**src/sv/bipl_pkg.sv**
```systemverilog
// bipl_pkg: shared widths, codes and interface structs of the perceptron layer
// no dependencies; imported by the lane, merge and top-level modules
`timescale 1ns / 1ps

package bipl_pkg;

   // fixed widths of the beat fields
   localparam int IDX_BITS   = 6;
   localparam int VALUE_BITS = 16;
   localparam int VEC_BITS   = 64;
   localparam int CNT_BITS   = 7;
   localparam int MODE_BITS  = 2;

   // parameter defaults
   localparam int DEF_MAX_INPUTS  = 64;
   localparam int DEF_MAX_OUTPUTS = 64;
   localparam int DEF_WEIGHT_BITS = 16;

   // request mode codes
   localparam logic [MODE_BITS-1:0] MODE_WEIGHT = 2'd0;
   localparam logic [MODE_BITS-1:0] MODE_BIAS   = 2'd1;
   localparam logic [MODE_BITS-1:0] MODE_EVAL   = 2'd2;

   // register indexes
   localparam logic REG_INPUTS  = 1'b0;
   localparam logic REG_OUTPUTS = 1'b1;

   // per-lane weight column control
   typedef struct packed {
      logic                wr_en;
      logic [IDX_BITS-1:0] wr_row;
      logic [IDX_BITS-1:0] rd_row;
   } lane_ctl_type;

   // bias write control
   typedef struct packed {
      logic                wr_en;
      logic [IDX_BITS-1:0] row;
   } bias_wr_type;

   // neuron tag travelling with the merge pipeline
   typedef struct packed {
      logic                valid;
      logic                last;
      logic [IDX_BITS-1:0] row;
   } tag_type;

   // one neuron decision leaving the merge stage
   typedef struct packed {
      logic                valid;
      logic                last;
      logic [IDX_BITS-1:0] row;
      logic                bit_val;
   } step_type;

endpackage

```
**src/sv/bipl_lane.sv**
```systemverilog
// bipl_lane: one input column of the weight store plus the input-bit gate
// depends on bipl_pkg
`timescale 1ns / 1ps

module bipl_lane
   import bipl_pkg::*;
#(
   parameter int MAX_OUTPUTS = DEF_MAX_OUTPUTS,
   parameter int WEIGHT_BITS = DEF_WEIGHT_BITS
) (
   input  logic                   clock,
   input  lane_ctl_type           ctl,
   input  logic [VALUE_BITS-1:0]  wr_value,
   input  logic                   use_bit,
   output logic [WEIGHT_BITS-1:0] weight_out
);

   localparam int ROW_BITS = (MAX_OUTPUTS > 1) ? $clog2(MAX_OUTPUTS) : 1;

   logic [WEIGHT_BITS-1:0] mem [MAX_OUTPUTS];
   logic [WEIGHT_BITS-1:0] rd_ff;
   logic signed [31:0]     value_ext;

   // wrap or sign-extend to the stored weight width
   assign value_ext = 32'(signed'(wr_value));

   always_ff @(posedge clock) begin
      if (ctl.wr_en) begin
         mem[ctl.wr_row[ROW_BITS-1:0]] <= value_ext[WEIGHT_BITS-1:0];
      end
      rd_ff <= mem[ctl.rd_row[ROW_BITS-1:0]];
   end

   // input bit clear or unused: contributes nothing
   assign weight_out = use_bit ? rd_ff : '0;

endmodule

```
**config.mk**
```make
export PLATFORM = sky130hd
export DESIGN_NAME = bipl_lane
export DESIGN_NICKNAME = d
export VERILOG_FILES = /design/src/sv/bipl_pkg.sv /design/src/sv/bipl_lane.sv
export SDC_FILE = /design/constraint.sdc
export NUM_CORES = 1
export LEC_CHECK = 0
export BUFFER_PORTS_ARGS = -buffer_cell sky130_fd_sc_hd__buf_2
export CAP_MARGIN = 10
export CORE_ASPECT_RATIO = 0.7
export CORE_MARGIN = 2
export CORE_UTILIZATION = 50
export CTS_CLUSTER_DIAMETER = 100
export DETAILED_ROUTE_END_ITERATION = 7
export PLACE_DENSITY_LB_ADDON = 0.12
export REMOVE_ABC_BUFFERS = 1
export SLEW_MARGIN = 20
export SYNTH_ARGS = -nofsm -noshare
export SYNTH_HDL_FRONTEND = slang
export SYNTH_SLANG_ARGS = --single-unit
```
**constraint.sdc**
```tcl
create_clock -name clock -period 6.1 [get_ports clock]
set_input_delay 1.22 -clock clock [delete_from_list [all_inputs] [get_ports clock]]
set_output_delay 1.22 -clock clock [all_outputs]
set_load 0.03 [all_outputs]
```
==> results.toml <==
[placed_design]
gp_congestion = 0.8707
numPortBuffers = 46
place_area_sq_um = 41700
dp_hpwl_mm = 63.39

[sta]
hold_violations = 0
period_needed_ns = 3.790
setup-violations-final = 0
worst_slew_pin_slew_ns = 1.160
fin_skew_ns = 0.02368
max_freq_mhz = 263.9
relSlewSlack_pct = 22.40
tns_ns = 0
rsz0062_at_grt = "false"
maxSlewViolCount = 0
period_share_pct = 62.13

[power]
p_sw_mw = 3.088
switching_share_pct = 20.94
p_leak_nw = 14.61
p_int_mw = 11.66
pwr-share-comb_pct = 5.1
power_density_nw_per_um2 = 328.5
p_clk_share_pct = 41.1
power_frac_seq_pct = 53.8
finalPower_mw = 14.74
ir_worst_vdd_mv = 0.2330

[global_routing]
antenna_found_initial = 7
grt_overflow = 0
grt_max_degree = 81
grt_pass1_wl_mm = 146.6
grt.total_usage_pct = 25.67
grt_pass1_vias = 19440

[route]
dr.pass1.iters = 5
wire_per_inst_um = 32.04
first_iter_violations = 2662
ant_nets = 0
wl_mm = 103.8
drc = 0
via_per_inst = 6.231
dr_total_vias = 20180

[final_layout]
design_area_sq_um = 44890
fill_cells = 5916
fin_nets = 2134
drive_gt1_share_pct = 20.58
synthToLayoutAreaGrowth_pct = 12.72

[critical_path]
path_class = "primary input to flip-flop"
path_cells = "buf_4 > buf_4 > nor2b_1 > a22oi_1 > nand3_1 > and4_1 > nand4_1"
crit_path_max_fanout = 42
critPathTopFamily = "simple AND/OR/NAND/NOR gates"
arrival_ns = 4.26
cp-startpoint = "ctl[1]"
cp.buffers_inverters = 2
cp.required_ns = 6.57
crit_path_start_kind = "primary input"
r2r-start = "mem[3][3]"
end_kind = "flip-flop"
crit_path_frequent_cell = "buf_4"
crit_path_top_delay_cell = "nor2b_1"
cpPeakStageDelay_ns = 0.86

[floorplan]
initial_core_util_pct = 50.56
die_w_um = 341.3
placementRows = 86
fp.dieH_um = 240.1
core_sq_um = 78770
dieArea_sq_um = 81960
ios = 47

[clock_tree]
clock_sinks = 1040
cts_tree = "yes"
postCtsSetupRepairBufs = 0
clk_latency_ns = 0.66
htree_levels = 3
postCtsResizedCells = 0
cts_buffers = 96
holdBufCountCts = 0
clockBufferDepth = 3
clock-root-buffer = "clkbuf_16"
clk_pin_slew_ns = 0.06

[yosys]
ys_seq_area_share_pct = 78.01
ys_async_sr_fraction_pct = 0
synth_warnings = 0
ys_ff_latch = 1040
synth_top_area_share_pct = 77.21
synth_edf_count = 1024
yosysTopAreaCell = "edfxtp_1"
synth_cell_types = 41
ys_top_cells_by_area = "edfxtp_1 77%, mux4_2 8.8%, mux2i_1 5.2%"
synth.avg_cell_area_sq_um = 20.37
synth_top_flop_cell = "edfxtp_1"
synthCells = 1955
syn_area_sq_um = 39830

[worst_hold_path]
hp-start = "mem[46][9]"
hp-class = "flip-flop to flip-flop"

[outcome]
status = "finished, final reports clean"

[job]
drv_cap = 0
[state kept, by name, summed over array words and instances (netlist names)]
register and flops:
rd_ff 16, mem 1024
[power by group through the flow]
stage / registers [mW] / clock network (mW) / logic [mW]
after floorplan: 8.07 / 0 / 0.304
after global placement: 8.08 / 0 / 0.737
after detailed placement: 8.09 / 0 / 0.749
after CTS: 7.93 / 6.15 / 0.750
after global routing: 7.93 / 6.44 / 0.794
final: 7.93 / 6.06 / 0.755
[Yosys cell counts (all sizes together) (14+ instances only)]
cell type,number
edfxtp,1024
mux2i,207
mux4,155
nor2,86
a22oi,73
buf,69
nand2,46
nand3,43
clkbuf,32
o22ai,32
a211oi,22
and2,18
dfxtp,16
a21oi,14
a221oi,14
[worst reg2reg max path, cell delays in order (launching register included)]
cell	delay, ns
edfxtp_1	0.36
mux4_2	0.47
o21ai_0	0.79
and4_1	0.44
nand4_1	0.11
[metal layers]
metal	up-vias	GRT usage [%]	wire length (um)
li1	8415	-	-
met4	12	4.459	1545
met1	10710	41.46	47580
met3	111	7.669	11500
met5	-	0	66
met2	934	34.63	43080
[layout make-up]
class | instances | area [sq um] | area share (%)
Clock buffer | 129 | 2691 | 5.995
Clock inverter | 48 | 488.0 | 1.087
Antenna cell | 1 | 2.502 | 0.005574
Tap cell | 1056 | 1321 | 2.943
Multi-Input combinational cell | 810 | 8208 | 18.28
Timing Repair Buffer | 151 | 1096 | 2.442
Inverter | 4 | 15.01 | 0.03345
Sequential cell | 1040 | 31070 | 69.21
[stage by stage]
| stage | utilization (%) | hold WS, ns | std cells | setup slack (ns) |
|---|---|---|---|---|
| 2_1_floorplan | - | 0.6375 | 1854 | 2.998 |
| 3_3_place_gp | 52.94 | 0.6975 | 3060 | 1.600 |
| 3_5_place_dp | 52.94 | 0.6973 | 3060 | 1.616 |
| 4_1_cts | 56.98 | 0.7079 | 3237 | 2.333 |
| 5_1_grt | 56.99 | 0.7908 | 3238 | 2.120 |
| 6_report | 56.99 | 0.7155 | 3239 | 2.310 |
[final timing paths]
path / endpoint / slack (ns) / cells after the start
worst min register to register: rd_ff[9] / 0.72 / 5
worst min-delay path: rd_ff[9] / 0.72 / 5
worst max register to register: rd_ff[3] / 3.81 / 4
worst max-delay path: rd_ff[1] / 2.31 / 7
[cells by family (layout without fill, tap and decap cells)]
group | count (synthesis) | after routing | share of synthesized area (%)
buf+inv | 105 | 332 | 1.417
flops | 1040 | 1040 | 78.01
compound gates | 194 | 194 | 3.478
other cells | 0 | 1 | 0
mux | 363 | 363 | 14.00
simple gates | 253 | 253 | 3.098
[cells in the final DEF, fill, tap and decap left out, types with 13 or more instances in the layout]
| cell | netlist | final |
|---|---|---|
| and2_1 | 17 | 17 |
| a21oi_1 | 14 | 14 |
| a211oi_1 | 22 | 22 |
| a221oi_1 | 14 | 14 |
| o21ai_0 | 13 | 13 |
| clkbuf_1 | 32 | 21 |
| nand2_1 | 46 | 46 |
| o22ai_1 | 32 | 32 |
| clkbuf_16 | 0 | 100 |
| dfxtp_1 | 16 | 16 |
| buf_4 | 24 | 103 |
| mux2i_1 | 207 | 207 |
| nor2_1 | 85 | 85 |
| buf_2 | 39 | 41 |
| a22oi_1 | 73 | 73 |
| mux4_2 | 155 | 155 |
| clkinv_1 | 1 | 21 |
| edfxtp_1 | 1024 | 1024 |
| nand3_1 | 43 | 43 |
| clkinv_2 | 0 | 14 |
(Power assumes the default switching activity.)
