===== src/sv/bipl_pkg.sv =====
// bipl_pkg: shared widths, codes and interface structs of the perceptron layer
// no dependencies; imported by the lane, merge and top-level modules
`timescale 1ns / 1ps

package bipl_pkg;

   // fixed widths of the beat fields
   localparam int IDX_BITS   = 6;
   localparam int VALUE_BITS = 16;
   localparam int VEC_BITS   = 64;
   localparam int CNT_BITS   = 7;
   localparam int MODE_BITS  = 2;

   // parameter defaults
   localparam int DEF_MAX_INPUTS  = 64;
   localparam int DEF_MAX_OUTPUTS = 64;
   localparam int DEF_WEIGHT_BITS = 16;

   // request mode codes
   localparam logic [MODE_BITS-1:0] MODE_WEIGHT = 2'd0;
   localparam logic [MODE_BITS-1:0] MODE_BIAS   = 2'd1;
   localparam logic [MODE_BITS-1:0] MODE_EVAL   = 2'd2;

   // register indexes
   localparam logic REG_INPUTS  = 1'b0;
   localparam logic REG_OUTPUTS = 1'b1;

   // per-lane weight column control
   typedef struct packed {
      logic                wr_en;
      logic [IDX_BITS-1:0] wr_row;
      logic [IDX_BITS-1:0] rd_row;
   } lane_ctl_type;

   // bias write control
   typedef struct packed {
      logic                wr_en;
      logic [IDX_BITS-1:0] row;
   } bias_wr_type;

   // neuron tag travelling with the merge pipeline
   typedef struct packed {
      logic                valid;
      logic                last;
      logic [IDX_BITS-1:0] row;
   } tag_type;

   // one neuron decision leaving the merge stage
   typedef struct packed {
      logic                valid;
      logic                last;
      logic [IDX_BITS-1:0] row;
      logic                bit_val;
   } step_type;

endpackage


===== src/sv/bipl_merge.sv =====
// bipl_merge: registered adder tree over the lanes, bias store and step decision
// depends on bipl_pkg
`timescale 1ns / 1ps

module bipl_merge
   import bipl_pkg::*;
#(
   parameter int MAX_INPUTS  = DEF_MAX_INPUTS,
   parameter int MAX_OUTPUTS = DEF_MAX_OUTPUTS,
   parameter int WEIGHT_BITS = DEF_WEIGHT_BITS
) (
   input  logic                                    clock,
   input  logic                                    reset,
   input  bias_wr_type                             bias_wr,
   input  logic [VALUE_BITS-1:0]                   wr_value,
   input  tag_type                                 issue,
   input  logic [MAX_INPUTS-1:0][WEIGHT_BITS-1:0]  lane_weights,
   output step_type                                step
);

   localparam int LEVELS   = $clog2(MAX_INPUTS);
   localparam int LEAF_CNT = 1 << LEVELS;
   localparam int NODE_CNT = 2 * LEAF_CNT - 1;
   localparam int WIDE     = (WEIGHT_BITS > VALUE_BITS) ? WEIGHT_BITS : VALUE_BITS;
   localparam int SUM_BITS = WIDE + LEVELS + 2;
   localparam int DEPTH    = LEVELS + 2;
   localparam int ROW_BITS = (MAX_OUTPUTS > 1) ? $clog2(MAX_OUTPUTS) : 1;

   logic [VALUE_BITS-1:0]      bias_mem [MAX_OUTPUTS];
   logic [VALUE_BITS-1:0]      bias_rd_ff;
   logic [VALUE_BITS-1:0]      bias_dly_ff [LEVELS+1];
   logic signed [SUM_BITS-1:0] node_ff [NODE_CNT];
   tag_type                    tag_ff [DEPTH];
   logic signed [SUM_BITS-1:0] total;

   // bias store, read alongside the weight columns
   always_ff @(posedge clock) begin
      if (bias_wr.wr_en) begin
         bias_mem[bias_wr.row[ROW_BITS-1:0]] <= wr_value;
      end
      bias_rd_ff <= bias_mem[issue.row[ROW_BITS-1:0]];
   end

   // bias delay matches the tree depth
   always_ff @(posedge clock) begin
      bias_dly_ff[0] <= bias_rd_ff;
      for (int k = 1; k <= LEVELS; k++) begin
         bias_dly_ff[k] <= bias_dly_ff[k-1];
      end
   end

   // leaves of the heap-ordered tree
   for (genvar j = 0; j < LEAF_CNT; j++) begin : g_leaf
      if (j < MAX_INPUTS) begin : g_used
         always_ff @(posedge clock) begin
            node_ff[LEAF_CNT-1+j] <= SUM_BITS'(signed'(lane_weights[j]));
         end
      end else begin : g_pad
         always_ff @(posedge clock) begin
            node_ff[LEAF_CNT-1+j] <= '0;
         end
      end
   end

   // inner nodes, one register level each
   for (genvar k = 0; k < LEAF_CNT - 1; k++) begin : g_node
      always_ff @(posedge clock) begin
         node_ff[k] <= node_ff[2*k+1] + node_ff[2*k+2];
      end
   end

   // tag pipeline
   always_ff @(posedge clock) begin
      if (reset) begin
         for (int k = 0; k < DEPTH; k++) begin
            tag_ff[k] <= '0;
         end
      end else begin
         tag_ff[0] <= issue;
         for (int k = 1; k < DEPTH; k++) begin
            tag_ff[k] <= tag_ff[k-1];
         end
      end
   end

   assign total = node_ff[0] + SUM_BITS'(signed'(bias_dly_ff[LEVELS]));

   always_comb begin
      step.valid   = tag_ff[DEPTH-1].valid;
      step.last    = tag_ff[DEPTH-1].last;
      step.row     = tag_ff[DEPTH-1].row;
      step.bit_val = ~total[SUM_BITS-1];
   end

`ifndef SYNTHESIS
   a_last_has_valid: assert property (@(posedge clock) disable iff (reset)
      step.last |-> step.valid)
      else $error("merge: last flag without valid neuron");

   a_issue_row_range: assert property (@(posedge clock) disable iff (reset)
      issue.valid |-> (32'(issue.row) < MAX_OUTPUTS))
      else $error("merge: neuron row beyond store depth");
`endif

endmodule


===== config.mk =====
export PLATFORM = sky130hd
export DESIGN_NAME = bipl_merge
export DESIGN_NICKNAME = d
export VERILOG_FILES = /design/src/sv/bipl_pkg.sv /design/src/sv/bipl_merge.sv
export SDC_FILE = /design/constraint.sdc
export NUM_CORES = 2
export LEC_CHECK = 0
export ABC_AREA = 0
export BUFFER_PORTS_ARGS = -buffer_cell sky130_fd_sc_hd__buf_2
export CORE_UTILIZATION = 63
export CTS_BUF_LIST = sky130_fd_sc_hd__clkbuf_8
export CTS_CLUSTER_DIAMETER = 150
export DETAILED_ROUTE_END_ITERATION = 8
export PLACE_DENSITY = 0.85
export SYNTH_ARGS = -nofsm -noshare
export SYNTH_HDL_FRONTEND = slang
export SYNTH_MEMORY_MAX_BITS = 65536
export SYNTH_SLANG_ARGS = --single-unit

===== constraint.sdc =====
create_clock -name clock -period 3 [get_ports clock]
set_input_delay 0.45 -clock clock [delete_from_list [all_inputs] [get_ports clock]]
set_output_delay 0.45 -clock clock [all_outputs]
set_load 0.1 [all_outputs]

==> reports/results.md, run 1 <==
| Group | Quantity | This run |
| --- | --- | --- |
| global route | Via count of the first global-routing pass | 146,000 |
| global route | Pin count of the biggest net entering global routing | 65 |
| clocking | Buffer cell driving the clock tree root | clkbuf_8 |
| die | Floorplan row count | 179 |
| placed design | Placed wire-length estimate | 282,000 um |
| global route | All-Layer GR Usage | 55.6% |
| logic synthesis | Number of nets produced by synthesis | 14,500 |
| die | Die height | 492 um |
| outcome | Status | stopped before the end |
| die | Initial Util | 63.4% |
| logic synthesis | Share of synthesized registers carrying an async set or reset | 0% |
| logic synthesis | Synth unique cells | 81 |
| die | Horizontal die dimension | 492 um |
| global route | Global route overflow | 66 |
| outcome | Stop err | [ERROR GRT-0116] Global routing finished with congestion. Check the congestion regions in the DRC Viewer. |
| outcome | Last stage reached | global routing (5_1_grt) |
| placed design | Cells after DPL | 16,400 |
| logic synthesis | Yosys warning count | 0 |
| logic synthesis | Number of enable flip-flop cells after synthesis | 1,024 |
| clocking | Number of sinks driven by the clock tree | 3,752 |
| die | Boundary Pins | 1,066 |
| logic synthesis | Synthesized cell area | 151,000 um2 |
| global route | Global-route wire length before repair | 974,000 um |
| logic synthesis | Average size of a mapped cell | 12.5 um2 |
| logic synthesis | Gate count after technology mapping | 12,100 |
| clocking | Level count of the clock H-tree | 6 |
| logic synthesis | Top flip-flop cell by instance count after synthesis | dfxtp_1 |
| placed design | Number of buffers inserted by port buffering | 1,065 |
| clocking | Buffer levels on the longest clock path | 4 |
| placed design | Gp weighted congestion | 0.964 |
| logic synthesis | Register area share after synthesis | 56.5% |
| logic synthesis | Synth Register Bits | 3,752 |
| clocking | Cts bufs inserted | 600 |
-- cell families after synthesis --
family / synth area share [%]
buffers and inverters: 1.06
multiplexers: 4.81
AND/OR/NAND/NOR: 7.95
flip-flops: 56.5
XOR/XNOR: 6.06
AO/OA/AOI/OAI: 12.4
adder cells (fa/ha/maj): 11.2
-- repair_timing --
action,CTS
setup buffers,0
hold buffers,2025
gates resized for setup,14
setup endpoints to repair,18
endpoints found under the hold margin,1378
gates cloned,0
pin swaps,16
-- routing by layer --
| layer | overflow | track usage [%] |
|---|---|---|
| met5 | 0 | 20.5 |
| met4 | 29 | 48.7 |
| met3 | 16 | 36.5 |
| met2 | 21 | 74.6 |
| met1 | 0 | 57.5 |
-- Yosys cell counts, drive strengths merged (135+ instances only) --
| master | count | area, um2 |
|---|---|---|
| a21oi | 803 | 4020 |
| o21ai | 432 | 2160 |
| nor2 | 604 | 2270 |
| ha | 1247 | 15600 |
| mux4 | 295 | 6640 |
| xor2 | 322 | 2820 |
| inv | 220 | 826 |
| edfxtp | 1024 | 30700 |
| nor3 | 237 | 1190 |
| and3 | 142 | 888 |
| o21bai | 140 | 1050 |
| o21a | 156 | 1170 |
| nand3 | 248 | 1240 |
| dfxtp | 2728 | 54600 |
| a211oi | 135 | 1020 |
| a21o | 569 | 4270 |
| nor2b | 234 | 1460 |
| xnor2 | 723 | 6330 |
| nand2 | 504 | 1890 |
-- per-stage QoR --
step / utilization, % / worst slack (ns) / hold slack, ns / setup TNS, ns / cell area, um2
after floorplan: - / 0.206 / 0.310 / 0 / 151000
after global placement: 67.9 / -0.0770 / 0.311 / -0.112 / 162000
after detailed placement: 67.9 / -0.212 / 0.312 / -0.395 / 162000
after CTS: 81.6 / -0.991 / 0.000334 / -0.991 / 194000
==> run 2, diff against run 1 <==
--- a/config.mk
+++ b/config.mk
@@ -7,11 +7,9 @@
 export LEC_CHECK = 0
 export ABC_AREA = 0
 export BUFFER_PORTS_ARGS = -buffer_cell sky130_fd_sc_hd__buf_2
-export CORE_UTILIZATION = 63
-export CTS_BUF_LIST = sky130_fd_sc_hd__clkbuf_8
-export CTS_CLUSTER_DIAMETER = 150
+export CORE_UTILIZATION = 40
 export DETAILED_ROUTE_END_ITERATION = 8
-export PLACE_DENSITY = 0.85
+export PLACE_DENSITY_LB_ADDON = 0.15
 export SYNTH_ARGS = -nofsm -noshare
 export SYNTH_HDL_FRONTEND = slang
 export SYNTH_MEMORY_MAX_BITS = 65536
==> run 2 against run 1 <==
  * The flow now finishes, with violations (negative setup slack)
  * Area after synthesis unchanged
  * Synthesized cell count did not move
==> reports/results.md, run 2 <==
| Group | Quantity | This run |
| --- | --- | --- |
| timing | Relative slew margins | 18.0% |
| critical path | Count of cells along the worst register-to-register path | 9 |
| flow run | Max-capacitance violation count | 0 |
| drt | Drt first pass iters | 7 |
| critical path | Worst reg2reg path endpoint | node_ff[0][573] |
| finish | Number of standard cells in the final layout excluding fillers | 20,100 |
| clocking | Skew-Pair Late Insertion Delay | 1.00 ns |
| logic synthesis | Yosys warning count | 0 |
| timing | Number of setup violations in the final report | 1 |
| placed design | Number of buffers inserted by port buffering | 1,065 |
| finish | Commonest cells after routing, fill and taps aside | dfxtp_1, ha_1, buf_2 |
| critical path | Launching element of the worst setup path | node_ff[0][1] |
| die | Core region area | 376,000 um2 |
| logic synthesis | Number of nets produced by synthesis | 14,500 |
| global route | Global route overflow | 0 |
| critical path | Type of the worst setup path | reg -> out |
| critical path | Cell family contributing the most delay on the critical path | compound AO/OA/AOI/OAI gates |
| global route | Pin count of the biggest net entering global routing | 65 |
| timing | Fmax | 0.264 GHz |
| critical path | Startpoint class of the critical path | flip-flop |
| critical path | Register-to-Register Setup Slack | 0.10 ns |
| logic synthesis | Average size of a mapped cell | 12.5 um2 |
| outcome | Failing checks | negative setup slack |
| clocking | Number of sinks driven by the clock tree | 3,752 |
| critical path | Critical Path RT | 2.55 ns |
| finish | Area growth from synthesis to layout | 25.4% |
| drt | Final ANT Viol Nets | 0 |
| logic synthesis | Main area contributors after synthesis | dfxtp_1, edfxtp_1, ha_1, mux4_2, xnor2_1 |
| clocking | Cts bufs inserted | 407 |
| logic synthesis | Number of enable flip-flop cells after synthesis | 1,024 |
| critical path | Worst flop-to-flop path startpoint | node_ff[0][1136] |
| power and ir drop | Power Dens Cells | 968 nW/um2 |
| finish | Number of inserted filler cells in the final layout | 32,200 |
| hold path | Worst hold path depth | 2 |
| drt | Wirelength, routed | 411,000 um |
| logic synthesis | Register area share after synthesis | 56.5% |
| die | Horizontal die dimension | 616 um |
| timing | Number of max-slew violations in the final report | 0 |
| critical path | Critical path buffers and inverters | 2 |
| logic synthesis | Share of synthesized registers carrying an async set or reset | 0% |
| critical path | Top fanout value on the critical path | 1 |
| global route | Global-route wire length before repair | 622,000 um |
| logic synthesis | Biggest area consumer among synthesized cells | dfxtp_1 |
| critical path | Data arrival time at the worst-slack endpoint | 3.34 ns |
| hold path | Worst hold path startpoint | lane_weights[213] |
| drt | Via count normalized by instance count | 5.12 |
| die | Floorplan row count | 225 |
| logic synthesis | Most numerous cell in the Yosys netlist | dfxtp_1 |
| placed design | Area after DPL | 164,000 um2 |
| logic synthesis | Synth Register Bits | 3,752 |
| finish | Post-route standard cell area excluding fillers | 189,000 um2 |
| clocking | Clock tree from TritonCTS | done |
| finish | Fraction of final layout cells with drive strength greater than 1 | 16.2% |
| critical path | Type of element capturing the critical path | output pin |
| drt | Number of vias in the routed layout | 103,000 |
| critical path | Ordered cell list for the critical path | ha_4 > a31o_2 > a21o_1 > a21o_1 > a21o_1 > a41oi_4 > o21ai_2 > a221oi_2 > buf_4 > xnor2_4 > buf_12 |
| drt | Count of unresolved DRC violations after routing | 0 |
| timing | Endpoints failing hold | 0 |
| global route | Number of antenna violations at the first check in global routing | 52 |
| timing | Worst hold slack | 0.0945 ns |
| timing | Unrepaired setup endpoints after global routing | true |
| clocking | Buffer levels on the longest clock path | 4 |
| clocking | Level count of the clock H-tree | 5 |
| timing | Actual transition at the worst max-transition pin | 1.23 ns |
| die | Die height | 616 um |
| critical path | Cell with the largest stage delay on the worst path | dfxtp_2 |
| placed design | Gp weighted congestion | 0.897 |
| clocking | Buffer cell driving the clock tree root | clkbuf_16 |
| outcome | Status | finished, violations left |
| logic synthesis | Post-synth top area share | 36.2% |
| logic synthesis | Ranking of synthesized cells by instance count | dfxtp_1, ha_1, edfxtp_1 |
| hold path | Min-Delay Endpoint | node_ff[1][293] |
| logic synthesis | Gate count after technology mapping | 12,100 |
| global route | All-Layer GR Usage | 21.0% |
| timing | Time the worst path needs with I/O delays and setup | 3.79 ns |
| power and ir drop | Maximum VDD drop | 0.000669 V |
| logic synthesis | Top flip-flop cell by instance count after synthesis | dfxtp_1 |
| die | Die Outline Area | 380,000 um2 |
| timing | Worst Clk Skew | 0.0823 ns |
| drt | DR iter-0 viols | 5,898 |
| critical path | Most common cell type on the critical path | a21o_1 |
| critical path | Logic depth of the worst path, buffers included | 11 |
| critical path | Critical Path Max Stage Delay | 0.33 ns |
| placed design | Cells after DPL | 18,300 |
| global route | Via count of the first global-routing pass | 106,000 |
| finish | Most common cell after layout, fill and taps aside | dfxtp_1 |
| placed design | Placed wire-length estimate | 297,000 um |
| drt | Post-detailed-route wirelength per cell | 20.5 um |
| power and ir drop | Leak pwr | 79.8 nW |
| clocking | Clock Pin Slew Worst Setup and Hold Paths | 0.06 ns |
| logic synthesis | Synthesized cell area | 151,000 um2 |
| logic synthesis | Synth unique cells | 81 |
| finish | Number of flip-flops in the largest register | 2,536 |
| timing | Share of the clock period used by the worst path | 126% |
| die | Initial Util | 40.2% |
| timing | Final Worst Setup Slack | -0.794 ns |
| finish | Reg with most FFs | node_ff |
| finish | Final Net Count | 17,100 |
| hold path | Path category of the worst min-delay check | in -> reg |
| die | Boundary Pins | 1,066 |
[run 2: cell counts after synthesis]
No cell type changed its count.
[run 2: through the flow]
stage / utilization, % / TNS [ns] / total power [mW] / setup WS, ns
6_report: 50.4 / -0.794 / 183 / -0.794
5_1_grt: 50.4 / -0.993 / 195 / -0.964
4_1_cts: 50.3 / -0.986 / 185 / -0.986
3_5_place_dp: 43.7 / -0.336 / 130 / -0.336
3_3_place_gp: 43.7 / -0.380 / 130 / -0.380
2_1_floorplan: - / 0 / 111 / 0.206
[run 2: final cells by class]
| class | count | area (um2) | share of cell area (%) |
|---|---|---|---|
| antenna | 39 | 97.6 | 0.0515 |
| clock buffer | 551 | 11500 | 6.08 |
| clock inverter | 200 | 2630 | 1.39 |
| inverter | 220 | 826 | 0.436 |
| multi-input combinational | 7974 | 64400 | 34.0 |
| sequential | 3752 | 85400 | 45.1 |
| tap | 4994 | 6250 | 3.30 |
| timing repair buffer | 2387 | 18300 | 9.65 |
[run 2: repair_timing]
item                       in CTS  in global routing
gates resized for setup        10                 61
hold buffers                 1048                  0
pin swaps                      11                 16
hold endpoints to repair     1112                  0
setup endpoints to repair       2                 87
setup buffers                   1                  2
[run 2: report_power, final]
part / internal [mW] / switching (mW) / total (mW)
combinational: 28.6 / 36.4 / 64.9
sequential: 61.5 / 4.92 / 66.4
clock: 30.9 / 21.2 / 52.0
total: 121 / 62.5 / 183
[run 2: worst max-delay path by stage]
stage | to | slack (ns)
after detailed placement | step[0] | -0.34
final | step[0] | -0.79
after floorplan | step[0] | 0.21
after CTS | step[0] | -0.99
after global placement | step[0] | -0.38
after global routing | step[0] | -0.96
[run 2: cell families (layout without fill, tap and decap cells)]
logic type / count (synthesis) / after routing / share of synthesized area [%]
XOR/XNOR: 1045 / 1045 / 6.06
AND/OR/NAND/NOR: 2425 / 2425 / 7.95
flip-flops: 3752 / 3752 / 56.5
adder cells (fa/ha/maj): 1310 / 1310 / 11.2
multiplexers: 357 / 357 / 4.81
buffers and inverters: 396 / 3358 / 1.06
AO/OA/AOI/OAI: 2837 / 2837 / 12.4
other: 0 / 39 / 0
[run 2: routing by layer]
layer	track usage [%]	vias to the layer above	routed length [um]
met5	0	-	75
met2	36.1	2537	197000
li1	-	50100	-
met4	8.61	14	17700
met1	26.7	49600	179000
met3	2.66	825	17300
Note: power is estimated with default switching activity, not from simulation.
